==> src/sv/asc_pkg.sv <==
package asc_pkg;

    localparam int unsigned VAL_W   = 12;
    localparam int unsigned COUNT_W = 13;
    localparam int unsigned SUM_W   = 16;
    localparam int unsigned SIM_W   = 17;
    localparam int unsigned DEN_W   = 17;
    localparam int unsigned NUM_W   = SUM_W + 16;
    localparam int unsigned CRED_W  = 3;
    localparam int unsigned BIT_W   = $clog2(NUM_W);

    localparam int unsigned QDEPTH  = 2;
    localparam int unsigned QPTR_W  = $clog2(QDEPTH);
    localparam int unsigned QCNT_W  = $clog2(QDEPTH + 1);

    localparam logic [VAL_W-1:0]  NEAR_DIST   = VAL_W'(4);
    localparam logic [VAL_W-1:0]  FAR_DIST    = VAL_W'(6);
    localparam logic [CRED_W-1:0] NEAR_FIFTHS = CRED_W'(5);
    localparam logic [CRED_W-1:0] FAR_FIFTHS  = CRED_W'(4);
    localparam logic [SUM_W-1:0]  SUM_MAX     = {SUM_W{1'b1}};
    localparam logic [SIM_W-1:0]  SCALE_ONE   = SIM_W'(65536);

    typedef struct packed {
        logic [SUM_W-1:0]   sum;
        logic [COUNT_W-1:0] count;
    } t_job;

    typedef enum logic [1:0] {
        ST_IDLE,
        ST_DIV,
        ST_SAT,
        ST_OUT
    } t_back_state;

endpackage

==> src/sv/asc_if.sv <==
interface asc_in_if;
    logic                              valid;
    logic                              ready;
    logic [asc_pkg::VAL_W-1:0]         first_value;
    logic [asc_pkg::VAL_W-1:0]         second_value;
    logic [asc_pkg::COUNT_W-1:0]       aligned_count;
    logic                              last;

    modport source (output valid, first_value, second_value, aligned_count, last,
                    input ready);
    modport sink   (input valid, first_value, second_value, aligned_count, last,
                    output ready);
endinterface

interface asc_out_if;
    logic                              valid;
    logic                              ready;
    logic [asc_pkg::SIM_W-1:0]         similarity;
    logic                              zero_count_error;

    modport source (output valid, similarity, zero_count_error, input ready);
    modport sink   (input valid, similarity, zero_count_error, output ready);
endinterface

==> src/sv/asc_front.sv <==
module asc_front (
    input  logic          i_clk,
    input  logic          i_rst_n,
    asc_in_if.sink        i_in,
    input  logic          i_q_full,
    output logic          o_push,
    output asc_pkg::t_job o_job
);

    logic [asc_pkg::SUM_W-1:0]  r_sum;
    logic [asc_pkg::SUM_W-1:0]  n_sum;
    logic [asc_pkg::VAL_W-1:0]  abs_diff;
    logic [asc_pkg::CRED_W-1:0] credit;
    logic [asc_pkg::SUM_W:0]    sum_wide;
    logic                       accept;

    always_comb begin
        if (i_in.first_value >= i_in.second_value) begin
            abs_diff = i_in.first_value - i_in.second_value;
        end else begin
            abs_diff = i_in.second_value - i_in.first_value;
        end

        if (i_in.first_value == '0) begin
            credit = '0;
        end else if (abs_diff <= asc_pkg::NEAR_DIST) begin
            credit = asc_pkg::NEAR_FIFTHS;
        end else if (abs_diff <= asc_pkg::FAR_DIST) begin
            credit = asc_pkg::FAR_FIFTHS;
        end else begin
            credit = '0;
        end

        sum_wide = {1'b0, r_sum} + (asc_pkg::SUM_W + 1)'(credit);
        // hold at the top on an overlong run
        n_sum = sum_wide[asc_pkg::SUM_W] ? asc_pkg::SUM_MAX : sum_wide[asc_pkg::SUM_W-1:0];
    end

    // stall only while the queue has no room for a finished run
    assign i_in.ready = !i_q_full;
    assign accept     = i_in.valid && i_in.ready;
    assign o_push     = accept && i_in.last;
    assign o_job      = '{sum: n_sum, count: i_in.aligned_count};

    always_ff @(posedge i_clk) begin
        if (!i_rst_n) begin
            r_sum <= '0;
        end else if (accept) begin
            r_sum <= i_in.last ? '0 : n_sum;
        end
    end

endmodule

==> src/sv/asc_queue.sv <==
module asc_queue (
    input  logic          i_clk,
    input  logic          i_rst_n,
    input  logic          i_push,
    input  asc_pkg::t_job i_job,
    input  logic          i_pop,
    output logic          o_full,
    output logic          o_valid,
    output asc_pkg::t_job o_job
);

    asc_pkg::t_job               r_mem [asc_pkg::QDEPTH];
    logic [asc_pkg::QPTR_W-1:0]  r_wr;
    logic [asc_pkg::QPTR_W-1:0]  r_rd;
    logic [asc_pkg::QCNT_W-1:0]  r_cnt;
    logic                        do_push;
    logic                        do_pop;

    assign o_full  = (r_cnt == asc_pkg::QCNT_W'(asc_pkg::QDEPTH));
    assign o_valid = (r_cnt != '0);
    assign o_job   = r_mem[r_rd];
    assign do_push = i_push && !o_full;
    assign do_pop  = i_pop && o_valid;

    always_ff @(posedge i_clk) begin
        if (!i_rst_n) begin
            r_wr  <= '0;
            r_rd  <= '0;
            r_cnt <= '0;
        end else begin
            if (do_push) begin
                r_wr <= (r_wr == asc_pkg::QPTR_W'(asc_pkg::QDEPTH - 1)) ? '0 : r_wr + 1'b1;
            end
            if (do_pop) begin
                r_rd <= (r_rd == asc_pkg::QPTR_W'(asc_pkg::QDEPTH - 1)) ? '0 : r_rd + 1'b1;
            end
            if (do_push && !do_pop) begin
                r_cnt <= r_cnt + 1'b1;
            end else if (do_pop && !do_push) begin
                r_cnt <= r_cnt - 1'b1;
            end
        end
    end

    always_ff @(posedge i_clk) begin
        if (do_push) begin
            r_mem[r_wr] <= i_job;
        end
    end

endmodule

==> src/sv/asc_back.sv <==
module asc_back (
    input  logic          i_clk,
    input  logic          i_rst_n,
    input  logic          i_q_valid,
    input  asc_pkg::t_job i_q_job,
    output logic          o_pop,
    asc_out_if.source     o_out
);

    asc_pkg::t_back_state       r_state;
    asc_pkg::t_back_state       n_state;
    logic [asc_pkg::NUM_W-1:0]  r_num;
    logic [asc_pkg::DEN_W-1:0]  r_rem;
    logic [asc_pkg::DEN_W-1:0]  r_den;
    logic [asc_pkg::BIT_W-1:0]  r_bit;
    logic [asc_pkg::SIM_W-1:0]  r_sim;
    logic                       r_err;

    logic [asc_pkg::DEN_W:0]    rem_shift;
    logic                       fits;
    logic [asc_pkg::DEN_W-1:0]  den_new;
    logic                       over;

    always_comb begin
        n_state = r_state;
        o_pop   = 1'b0;
        case (r_state)
            asc_pkg::ST_IDLE: begin
                if (i_q_valid) begin
                    o_pop   = 1'b1;
                    n_state = (i_q_job.count == '0) ? asc_pkg::ST_OUT : asc_pkg::ST_DIV;
                end
            end
            asc_pkg::ST_DIV: begin
                if (r_bit == asc_pkg::BIT_W'(asc_pkg::NUM_W - 1)) begin
                    n_state = asc_pkg::ST_SAT;
                end
            end
            asc_pkg::ST_SAT: begin
                n_state = asc_pkg::ST_OUT;
            end
            asc_pkg::ST_OUT: begin
                if (o_out.ready) begin
                    n_state = asc_pkg::ST_IDLE;
                end
            end
            default: begin
                n_state = asc_pkg::ST_IDLE;
            end
        endcase
    end

    always_ff @(posedge i_clk) begin
        if (!i_rst_n) begin
            r_state <= asc_pkg::ST_IDLE;
        end else begin
            r_state <= n_state;
        end
    end

    // restoring division, one quotient bit per cycle; quotient shifts into r_num
    always_comb begin
        rem_shift = {r_rem, r_num[asc_pkg::NUM_W-1]};
        fits      = (rem_shift >= {1'b0, r_den});
        den_new   = asc_pkg::DEN_W'(4 * asc_pkg::DEN_W'(i_q_job.count))
                  + asc_pkg::DEN_W'(asc_pkg::DEN_W'(i_q_job.count) * 1);
        over      = (|r_num[asc_pkg::NUM_W-1:asc_pkg::SIM_W])
                  || (r_num[asc_pkg::SIM_W-1] && (|r_num[asc_pkg::SIM_W-2:0]));
    end

    always_ff @(posedge i_clk) begin
        case (r_state)
            asc_pkg::ST_IDLE: begin
                r_num <= {i_q_job.sum, (asc_pkg::NUM_W - asc_pkg::SUM_W)'(0)};
                r_rem <= '0;
                r_den <= {den_new[asc_pkg::DEN_W-2:0], 1'b0};
                r_bit <= '0;
                r_sim <= '0;
                r_err <= 1'b1;
            end
            asc_pkg::ST_DIV: begin
                r_rem <= fits ? asc_pkg::DEN_W'(rem_shift - {1'b0, r_den})
                              : rem_shift[asc_pkg::DEN_W-1:0];
                r_num <= {r_num[asc_pkg::NUM_W-2:0], fits};
                r_bit <= r_bit + 1'b1;
            end
            asc_pkg::ST_SAT: begin
                r_sim <= over ? asc_pkg::SCALE_ONE : r_num[asc_pkg::SIM_W-1:0];
                r_err <= 1'b0;
            end
            default: begin
            end
        endcase
    end

    assign o_out.valid            = (r_state == asc_pkg::ST_OUT);
    assign o_out.similarity       = r_sim;
    assign o_out.zero_count_error = r_err;

endmodule

==> src/sv/alignment_similarity_score.sv <==
// Scores how closely two residue mappings agree. Elements stream in one per
// cycle, each with a first and a second value; each aligned element adds 5
// or 4 fifths of credit by distance, and the element flagged last closes the
// run. Input takes one element every cycle, including the last of a run, as
// long as the two-entry run queue has room. Each closed run then passes
// through the back end (a load, a shared bit-per-cycle divider, a saturate
// step and an output state), plus any wait for the output to be taken; a run
// with zero aligned count skips the divider and the saturate step. Runs
// shorter than the back-end time let the queue fill, and input then stalls
// until a run has left the queue.
module alignment_similarity_score (
    input  logic      i_clk,
    input  logic      i_rst_n,
    asc_in_if.sink    i_in,
    asc_out_if.source o_out
);

    logic          q_full;
    logic          q_push;
    logic          q_valid;
    logic          q_pop;
    asc_pkg::t_job push_job;
    asc_pkg::t_job head_job;

    asc_front u_front (
        .i_clk    (i_clk),
        .i_rst_n  (i_rst_n),
        .i_in     (i_in),
        .i_q_full (q_full),
        .o_push   (q_push),
        .o_job    (push_job)
    );

    asc_queue u_queue (
        .i_clk   (i_clk),
        .i_rst_n (i_rst_n),
        .i_push  (q_push),
        .i_job   (push_job),
        .i_pop   (q_pop),
        .o_full  (q_full),
        .o_valid (q_valid),
        .o_job   (head_job)
    );

    asc_back u_back (
        .i_clk     (i_clk),
        .i_rst_n   (i_rst_n),
        .i_q_valid (q_valid),
        .i_q_job   (head_job),
        .o_pop     (q_pop),
        .o_out     (o_out)
    );

endmodule

==> src/flat_wrapper.sv <==
// flat-port wrapper written by rule: the top's interface ports become plain ports
module alignment_similarity_score_flat 
  (i_clk, i_rst_n, i_in_valid, i_in_first_value, i_in_second_value, i_in_aligned_count, i_in_last, i_in_ready, o_out_valid, o_out_similarity, o_out_zero_count_error, o_out_ready);
  asc_in_if i_in_i ();
  asc_out_if o_out_i ();
  input  logic i_clk;
  input  logic i_rst_n;
  input wire logic [$bits(i_in_i.valid)-1:0] i_in_valid;
  input wire logic [$bits(i_in_i.first_value)-1:0] i_in_first_value;
  input wire logic [$bits(i_in_i.second_value)-1:0] i_in_second_value;
  input wire logic [$bits(i_in_i.aligned_count)-1:0] i_in_aligned_count;
  input wire logic [$bits(i_in_i.last)-1:0] i_in_last;
  output wire logic [$bits(i_in_i.ready)-1:0] i_in_ready;
  output wire logic [$bits(o_out_i.valid)-1:0] o_out_valid;
  output wire logic [$bits(o_out_i.similarity)-1:0] o_out_similarity;
  output wire logic [$bits(o_out_i.zero_count_error)-1:0] o_out_zero_count_error;
  input wire logic [$bits(o_out_i.ready)-1:0] o_out_ready;
  assign i_in_i.valid = i_in_valid;
  assign i_in_i.first_value = i_in_first_value;
  assign i_in_i.second_value = i_in_second_value;
  assign i_in_i.aligned_count = i_in_aligned_count;
  assign i_in_i.last = i_in_last;
  assign i_in_ready = i_in_i.ready;
  assign o_out_valid = o_out_i.valid;
  assign o_out_similarity = o_out_i.similarity;
  assign o_out_zero_count_error = o_out_i.zero_count_error;
  assign o_out_i.ready = o_out_ready;
  alignment_similarity_score u_core (.i_clk(i_clk), .i_rst_n(i_rst_n), .i_in(i_in_i), .o_out(o_out_i));
endmodule
==> config.mk <==
export PLATFORM = sky130hd
export DESIGN_NAME = alignment_similarity_score_flat
export DESIGN_NICKNAME = d
export VERILOG_FILES = /design/src/sv/asc_pkg.sv /design/src/sv/asc_if.sv /design/src/sv/asc_front.sv /design/src/sv/asc_queue.sv /design/src/sv/asc_back.sv /design/src/sv/alignment_similarity_score.sv /design/src/flat_wrapper.sv
export SDC_FILE = /design/constraint.sdc
export NUM_CORES = 1
export LEC_CHECK = 0
export BUFFER_PORTS_ARGS = -buffer_cell sky130_fd_sc_hd__buf_2
export CAP_MARGIN = 20
export CORE_MARGIN = 2
export CORE_UTILIZATION = 45
export DETAILED_ROUTE_END_ITERATION = 8
export HOLD_SLACK_MARGIN = 0.1
export PLACE_DENSITY = 0.67
export SYNTH_ARGS = -nofsm -noshare
export SYNTH_HDL_FRONTEND = slang
export SYNTH_HIERARCHICAL = 1
export SYNTH_SLANG_ARGS = --single-unit
==> constraint.sdc <==
create_clock -name i_clk -period 7.3 [get_ports i_clk]
set_input_delay 1.095 -clock i_clk [delete_from_list [all_inputs] [get_ports i_clk]]
set_output_delay 1.095 -clock i_clk [all_outputs]
set_load 0.1 [all_outputs]
==> flow_summary.ini, run 1 <==
[floorplan]
die_area_mm2 = 0.0233
fp.coreArea_mm2 = 0.0218
dieWidth_um = 153
io_pins = 62
rows = 54
die_y_um = 153
initial_utilization_pct = 45.7

[sta]
max_freq_mhz = 183
rsz0062_at_grt = no
finalSetupViolCount = 0
slew_headroom_pct = 37.2
timing.final.crit_period_ps = 5450
timing.setup.tns_ps = 0
fin_crit_sh_pct = 74.7
slew_viol_final = 0
hold_viol_final = 0
worstMarginPinSlew_ps = 939
finClkSkew_ps = 12.9

[synth]
yosysWarnings = 6
yosysUniqueCellTypes = 83
syn_area_mm2 = 0.00995
synth_sequential_area_ratio_pct = 48.7
async_flop_share_pct = 0
syn_nets = 993
synth_cells = 887
synth_edf_count = 146
synth.avg_cell_area_um2 = 11.2
synth_flop_cell = edfxtp_1
ys_seq_elements = 169

[place]
io_buffers = 61
gp_congestion = 0.906
dp_hpwl_mm = 14.2
place_area_mm2 = 0.0104

[worst_setup_path]
rrSetupSlack_ps = 4110
start_kind = input port
crit_type = in2reg
cp_max_fo = 20
worstPathArrival_ps = 5830
worstPathRequired_ps = 7680
rr_worst_depth = 10
r2r-end = u_core/u_back/r_den[15]$_DFFE_PP_
end_kind = register

[clock_tree]
cts_hold_buffers = 0
cts_resized = 0
cts_made_buffers = 17
htreeDepth = 4
worstSkewPairLatency_ps = 440
cts_buffer_depth = 2
root_buffer = clkbuf_16
cts_tree = built
cts_setup_buffers = 0
clk_pin_slew_ps = 70
clock_sinks = 169

[grt]
grt_max_degree = 30
antenna_found_initial = 2
grt_overflow = 0
grt_pass1_vias = 6680
grt_use_total_pct = 17.4
grt_pass1_wl_mm = 33.2

[min_path]
hold_depth = 2
min_to = u_core/u_queue/r_cnt[1]$_SDFFE_PN0P_
worst_hold_startpoint = u_core/u_queue/r_cnt[1]$_SDFFE_PN0P_
hold_class = reg2reg

[routing]
postRouteAntennaNets = 0
via_count = 6892
drt_wl_total_mm = 19.8
drc = 0
viasPerCell = 5.64
first_iter_violations = 500
routedWlPerCell_um = 16.1
drt_pass1_iterations = 6

[job]
max_cap_violations = 0

[power]
max-vdd-ir-drop_mv = 0.211
leakage_nw = 4.42
powerDensity_mw_per_mm2 = 419

[layout]
fin_nets = 1035
layout-drive-gt1-share_pct = 19.3
fin_area_mm2 = 0.0110
fill_cells = 1948
regArea_mm2 = 0.00484
post-route-util_pct = 50.5
area_growth_pct = 10.4
multi_input_area_mm2 = 0.00459

[status]
status = complete, no violations
power breakdown:
| part | switching (mW) | internal [mW] | total, mW |
|---|---|---|---|
| sequential | 0.126 | 1.44 | 1.57 |
| clock | 0.402 | 0.493 | 0.895 |
| combinational | 1.43 | 0.709 | 2.14 |
logic make-up after synthesis:
family / count (synthesis) / synth area share, %
simple gates: 241 / 13.6
fa+ha+maj: 64 / 8.35
flops: 169 / 48.7
mux: 53 / 5.94
compound gates: 214 / 15.0
xor+xnor: 37 / 3.26
buf+inv: 109 / 5.21
area by class of cell:
| class | count | share of cell area (%) |
|---|---|---|
| diodes | 1 | 0.0228 |
| flip-flops and latches | 169 | 44.1 |
| clock inverters | 14 | 1.43 |
| clock buffers | 18 | 4.00 |
| inverters | 63 | 2.15 |
| multi-input cells | 609 | 41.8 |
| well taps | 280 | 3.19 |
| repair buffers | 69 | 3.30 |
worst max-delay path by stage:
stage / start / end / slack, ps
2_1_floorplan: i_in_first_value[3] / u_core/u_front/r_sum[7]$_SDFFE_PN0P_ / 2110
3_3_place_gp: i_in_first_value[9] / u_core/u_front/r_sum[10]$_SDFFE_PN0P_ / 1530
3_5_place_dp: i_in_first_value[0] / u_core/u_front/r_sum[10]$_SDFFE_PN0P_ / 1420
4_1_cts: i_in_first_value[9] / u_core/u_front/r_sum[10]$_SDFFE_PN0P_ / 1850
5_1_grt: i_in_first_value[9] / u_core/u_front/r_sum[10]$_SDFFE_PN0P_ / 1480
6_report: i_in_first_value[9] / u_core/u_front/r_sum[10]$_SDFFE_PN0P_ / 1850
layer usage:
layer / up-vias / track usage [%] / wire length (um)
met2: 176 / 28.0 / 9220
li1: 3394 / - / -
met3: 28 / 3.90 / 880
met5: - / 0 / 24
met4: 4 / 6.57 / 350
met1: 3290 / 23.1 / 9280
flip-flops by register name (all words and copies together), names as in the netlist, named ones only:
| signal | cells |
|---|---|
| u_core/u_back/o_out.similarity | 17 |
| u_core/u_back/o_out.zero_count_error | 1 |
| u_core/u_back/r_bit | 5 |
| u_core/u_back/r_den | 16 |
| u_core/u_back/r_num | 32 |
| u_core/u_back/r_rem | 17 |
| u_core/u_back/r_state | 2 |
| u_core/u_front/r_sum | 16 |
| u_core/u_queue/r_cnt | 2 |
| u_core/u_queue/r_mem | 58 |
| u_core/u_queue/r_rd | 1 |
| u_core/u_queue/r_wr | 1 |
layout by cell type (no fill, tap or decap), types with 16 or more instances in the layout:
cell type  count
inv_1         62
nor2_1        37
nor3_1        17
a21oi_1       58
nor2b_1       19
nand2_1       33
ha_1          60
xnor2_1       23
buf_2         62
mux2_2        48
edfxtp_1     146
and2_1        41
clkbuf_16     17
o21ai_0       30
dfxtp_1       23
a21o_1        16
critical path, cell delays in order:
cell and delay [ps]:
buf_2 100, inv_1 40, ha_1 480, nand4_2 190
a311o_1 410, o2111a_1 310, or4_4 560, o2111ai_2 100
o211ai_2 140, nor3_1 160, ha_1 200, ha_1 180
a21o_1 160, nand4_1 210, or2_1 280, or3_1 670
a41oi_1 340, o221a_2 200
per-stage QoR:
| stage | instances | total power, mW | hold slack (ps) | worst slack (ps) |
|---|---|---|---|---|
| 2_1_floorplan | 887 | 3.28 | 479 | 2110 |
| 3_3_place_gp | 1189 | 3.67 | 504 | 1530 |
| 3_5_place_dp | 1190 | 3.70 | 513 | 1420 |
| 4_1_cts | 1222 | 4.61 | 527 | 1850 |
| 5_1_grt | 1222 | 4.90 | 560 | 1480 |
| 6_report | 1223 | 4.60 | 526 | 1850 |
synth_stat cells, drive strengths merged, types with 4 or more instances:
| cell | n | share of area (%) |
|---|---|---|
| a2111o | 4 | 0.45 |
| a211oi | 15 | 1.1 |
| a21o | 18 | 1.4 |
| a21oi | 58 | 2.9 |
| a22oi | 12 | 0.91 |
| a31oi | 8 | 0.50 |
| and2 | 42 | 2.7 |
| and3 | 14 | 0.94 |
| buf | 30 | 2.1 |
| clkbuf | 16 | 0.73 |
| dfxtp | 23 | 4.6 |
| edfxtp | 146 | 44 |
| fa | 4 | 0.80 |
| ha | 60 | 7.5 |
| inv | 63 | 2.4 |
| mux2 | 48 | 5.4 |
| mux2i | 5 | 0.50 |
| nand2 | 33 | 1.2 |
| nand2b | 6 | 0.38 |
| nand3 | 15 | 0.75 |
| nand4 | 16 | 1.1 |
| nand4b | 5 | 0.44 |
| nor2 | 37 | 1.4 |
| nor2b | 19 | 1.2 |
| nor3 | 19 | 1.1 |
| nor4 | 13 | 0.82 |
| o2111ai | 5 | 0.50 |
| o211ai | 7 | 0.63 |
| o21a | 9 | 0.68 |
| o21ai | 34 | 1.7 |
| o221a | 7 | 0.79 |
| or2 | 7 | 0.44 |
| or3 | 5 | 0.33 |
| xnor2 | 23 | 2.0 |
| xor2 | 14 | 1.2 |
(Power assumes the default switching activity.)
==> run 2, diff against run 1 <==
--- a/config.mk
+++ b/config.mk
@@ -11,7 +11,7 @@
 export CORE_UTILIZATION = 45
 export DETAILED_ROUTE_END_ITERATION = 8
 export HOLD_SLACK_MARGIN = 0.1
-export PLACE_DENSITY = 0.67
+export PLACE_DENSITY = 0.69
 export SYNTH_ARGS = -nofsm -noshare
 export SYNTH_HDL_FRONTEND = slang
 export SYNTH_HIERARCHICAL = 1
==> constraint.sdc (replaced) <==
create_clock -name i_clk -period 4.8 [get_ports i_clk]
set_input_delay 0.72 -clock i_clk [delete_from_list [all_inputs] [get_ports i_clk]]
set_output_delay 0.72 -clock i_clk [all_outputs]
set_load 0.1 [all_outputs]
==> run 2 against run 1 <==
Final cell count is 3.9% higher. Hold slack worse by 52 ps. Via count increased by 1.4%.
==> flow_summary.ini, run 2 (synthesis results as in run 1) <==
[grt]
grt_overflow = 0
grt_pass1_vias = 6757
grt_max_degree = 40
grt_use_total_pct = 17.4
antenna_found_initial = 3
grt_pass1_wl_mm = 33.5

[power]
max-vdd-ir-drop_mv = 0.414
leakage_nw = 4.66
p_total_mw = 6.99
powerDensity_mw_per_mm2 = 616

[sta]
finalSetupViolCount = 0
slew_headroom_pct = 38.5
max_freq_mhz = 218
hold_viol_final = 0
timing.final.crit_period_ps = 4590
finClkSkew_ps = 14.2
worstMarginPinSlew_ps = 923
fin_crit_sh_pct = 95.6
slew_viol_final = 0

[layout]
most-common-layout-cells = edfxtp_1, buf_2, inv_1
fin_nets = 1083
top_regs = u_core/u_queue/r_mem (58), u_core/u_back/r_num (32)
layout-drive-gt1-share_pct = 23.3
area_growth_pct = 14.1
regArea_mm2 = 0.00484
largest_register_ffs = 58
stdcell_count = 1271
multi_input_area_mm2 = 0.00461
largest_register = u_core/u_queue/r_mem
fill_cells = 1903
layout_commonest_cell = edfxtp_1

[clock_tree]
clk_pin_slew_ps = 70
cts_made_buffers = 17
cts_buffer_depth = 2
clock_sinks = 169
cts_tree = built
htreeDepth = 4
root_buffer = clkbuf_16
cts_hold_buffers = 0
cts_setup_buffers = 0
worstSkewPairLatency_ps = 430

[routing]
drt_wl_total_mm = 19.8
drc = 0
via_count = 6990
routedWlPerCell_um = 15.6
postRouteAntennaNets = 0
drt_pass1_iterations = 5
viasPerCell = 5.50
first_iter_violations = 420

[floorplan]
die_area_mm2 = 0.0233
dieWidth_um = 153
io_pins = 62
fp.coreArea_mm2 = 0.0218
die_y_um = 153
rows = 54
initial_utilization_pct = 45.7

[worst_setup_path]
worstPathRequired_ps = 5160
rrSetupSlack_ps = 1550
cp_max_fo = 13
rr_worst_depth = 9
r2r-end = u_core/u_back/r_den[15]$_DFFE_PP_
start_kind = input port
end_kind = register
worstPathArrival_ps = 4950
crit_type = in2reg

[place]
dp_hpwl_mm = 14.4
gp_congestion = 0.883
io_buffers = 61
dp.cells = 1237

[min_path]
min_to = u_core/u_queue/r_mem[0][7]$_DFFE_PP_
hold_depth = 1
worst_hold_startpoint = i_in_aligned_count[7]
hold_class = in2reg

[status]
status = complete, no violations

[job]
max_cap_violations = 0
run 2: repair_timing:
item / CTS / global route
gates resized for setup: 0 / 2
setup endpoints to repair: 0 / 6
hold endpoints to repair: 0 / 0
run 2: area by class of cell:
cell class                      count  share of cell area (%)
Tap cell                          280                    3.09
Multi-Input combinational cell    609                    40.6
Clock buffer                       21                    4.34
Clock inverter                     11                   0.816
Antenna cell                        1                  0.0221
Inverter                           63                    2.08
Sequential cell                   169                    42.7
Timing Repair Buffer              117                    6.37
run 2: where the power goes:
part | internal [mW] | switching [mW]
combinational | 1.10 | 2.15
sequential | 2.19 | 0.202
clock | 0.754 | 0.588
run 2: worst max path at each step:
stage                               startpoint                                    end  slack [ps]  depth (start not counted)
final                     i_in_second_value[0]   u_core/u_front/r_sum[0]$_SDFFE_PN0P_         210                         22
after floorplan           i_in_first_value[10]   u_core/u_front/r_sum[7]$_SDFFE_PN0P_          10                         20
after global routing      i_in_second_value[0]  u_core/u_front/r_sum[11]$_SDFFE_PN0P_         -30                         22
after global placement    i_in_second_value[0]   u_core/u_front/r_sum[2]$_SDFFE_PN0P_        -110                         22
after detailed placement  i_in_second_value[0]   u_core/u_front/r_sum[0]$_SDFFE_PN0P_        -220                         22
after CTS                 i_in_second_value[0]   u_core/u_front/r_sum[0]$_SDFFE_PN0P_         230                         22
run 2: stage by stage:
| step | hold slack [ps] | TNS (ps) | instance area [um2] | worst slack (ps) | util, % |
|---|---|---|---|---|---|
| 4_1_cts | 454 | 0 | 11300 | 229 | 52.1 |
| 3_5_place_dp | 510 | -4860 | 10700 | -219 | 49.4 |
| 2_1_floorplan | 479 | 0 | 9950 | 9.88 | - |
| 5_1_grt | 449 | -46.3 | 11300 | -26.4 | 52.2 |
| 3_3_place_gp | 499 | -1820 | 10700 | -105 | 49.4 |
| 6_report | 474 | 0 | 11300 | 211 | 52.2 |
run 2: worst max-delay path: stages:
cell	delay, ps
buf_2	110
inv_1	50
ha_1	160
inv_1	60
fa_1	390
a21o_1	220
a221o_1	350
a221oi_1	300
mux2i_1	140
xnor2_1	220
nand4b_1	170
nor3_1	230
ha_1	200
ha_1	180
a21o_1	150
nand4_1	110
or2_1	240
or3_1	420
buf_4	200
nand2b_1	120
a22oi_1	70
nor2b_1	150
run 2: metal layers:
layer / vias to the layer above / part of all wire [%] / track usage, %
met4: 2 / 1.3 / 4.41
met5: - / 0.066 / 0
met3: 25 / 5.2 / 4.27
li1: 3497 / - / -
met2: 165 / 47 / 28.8
met1: 3301 / 46 / 23.1
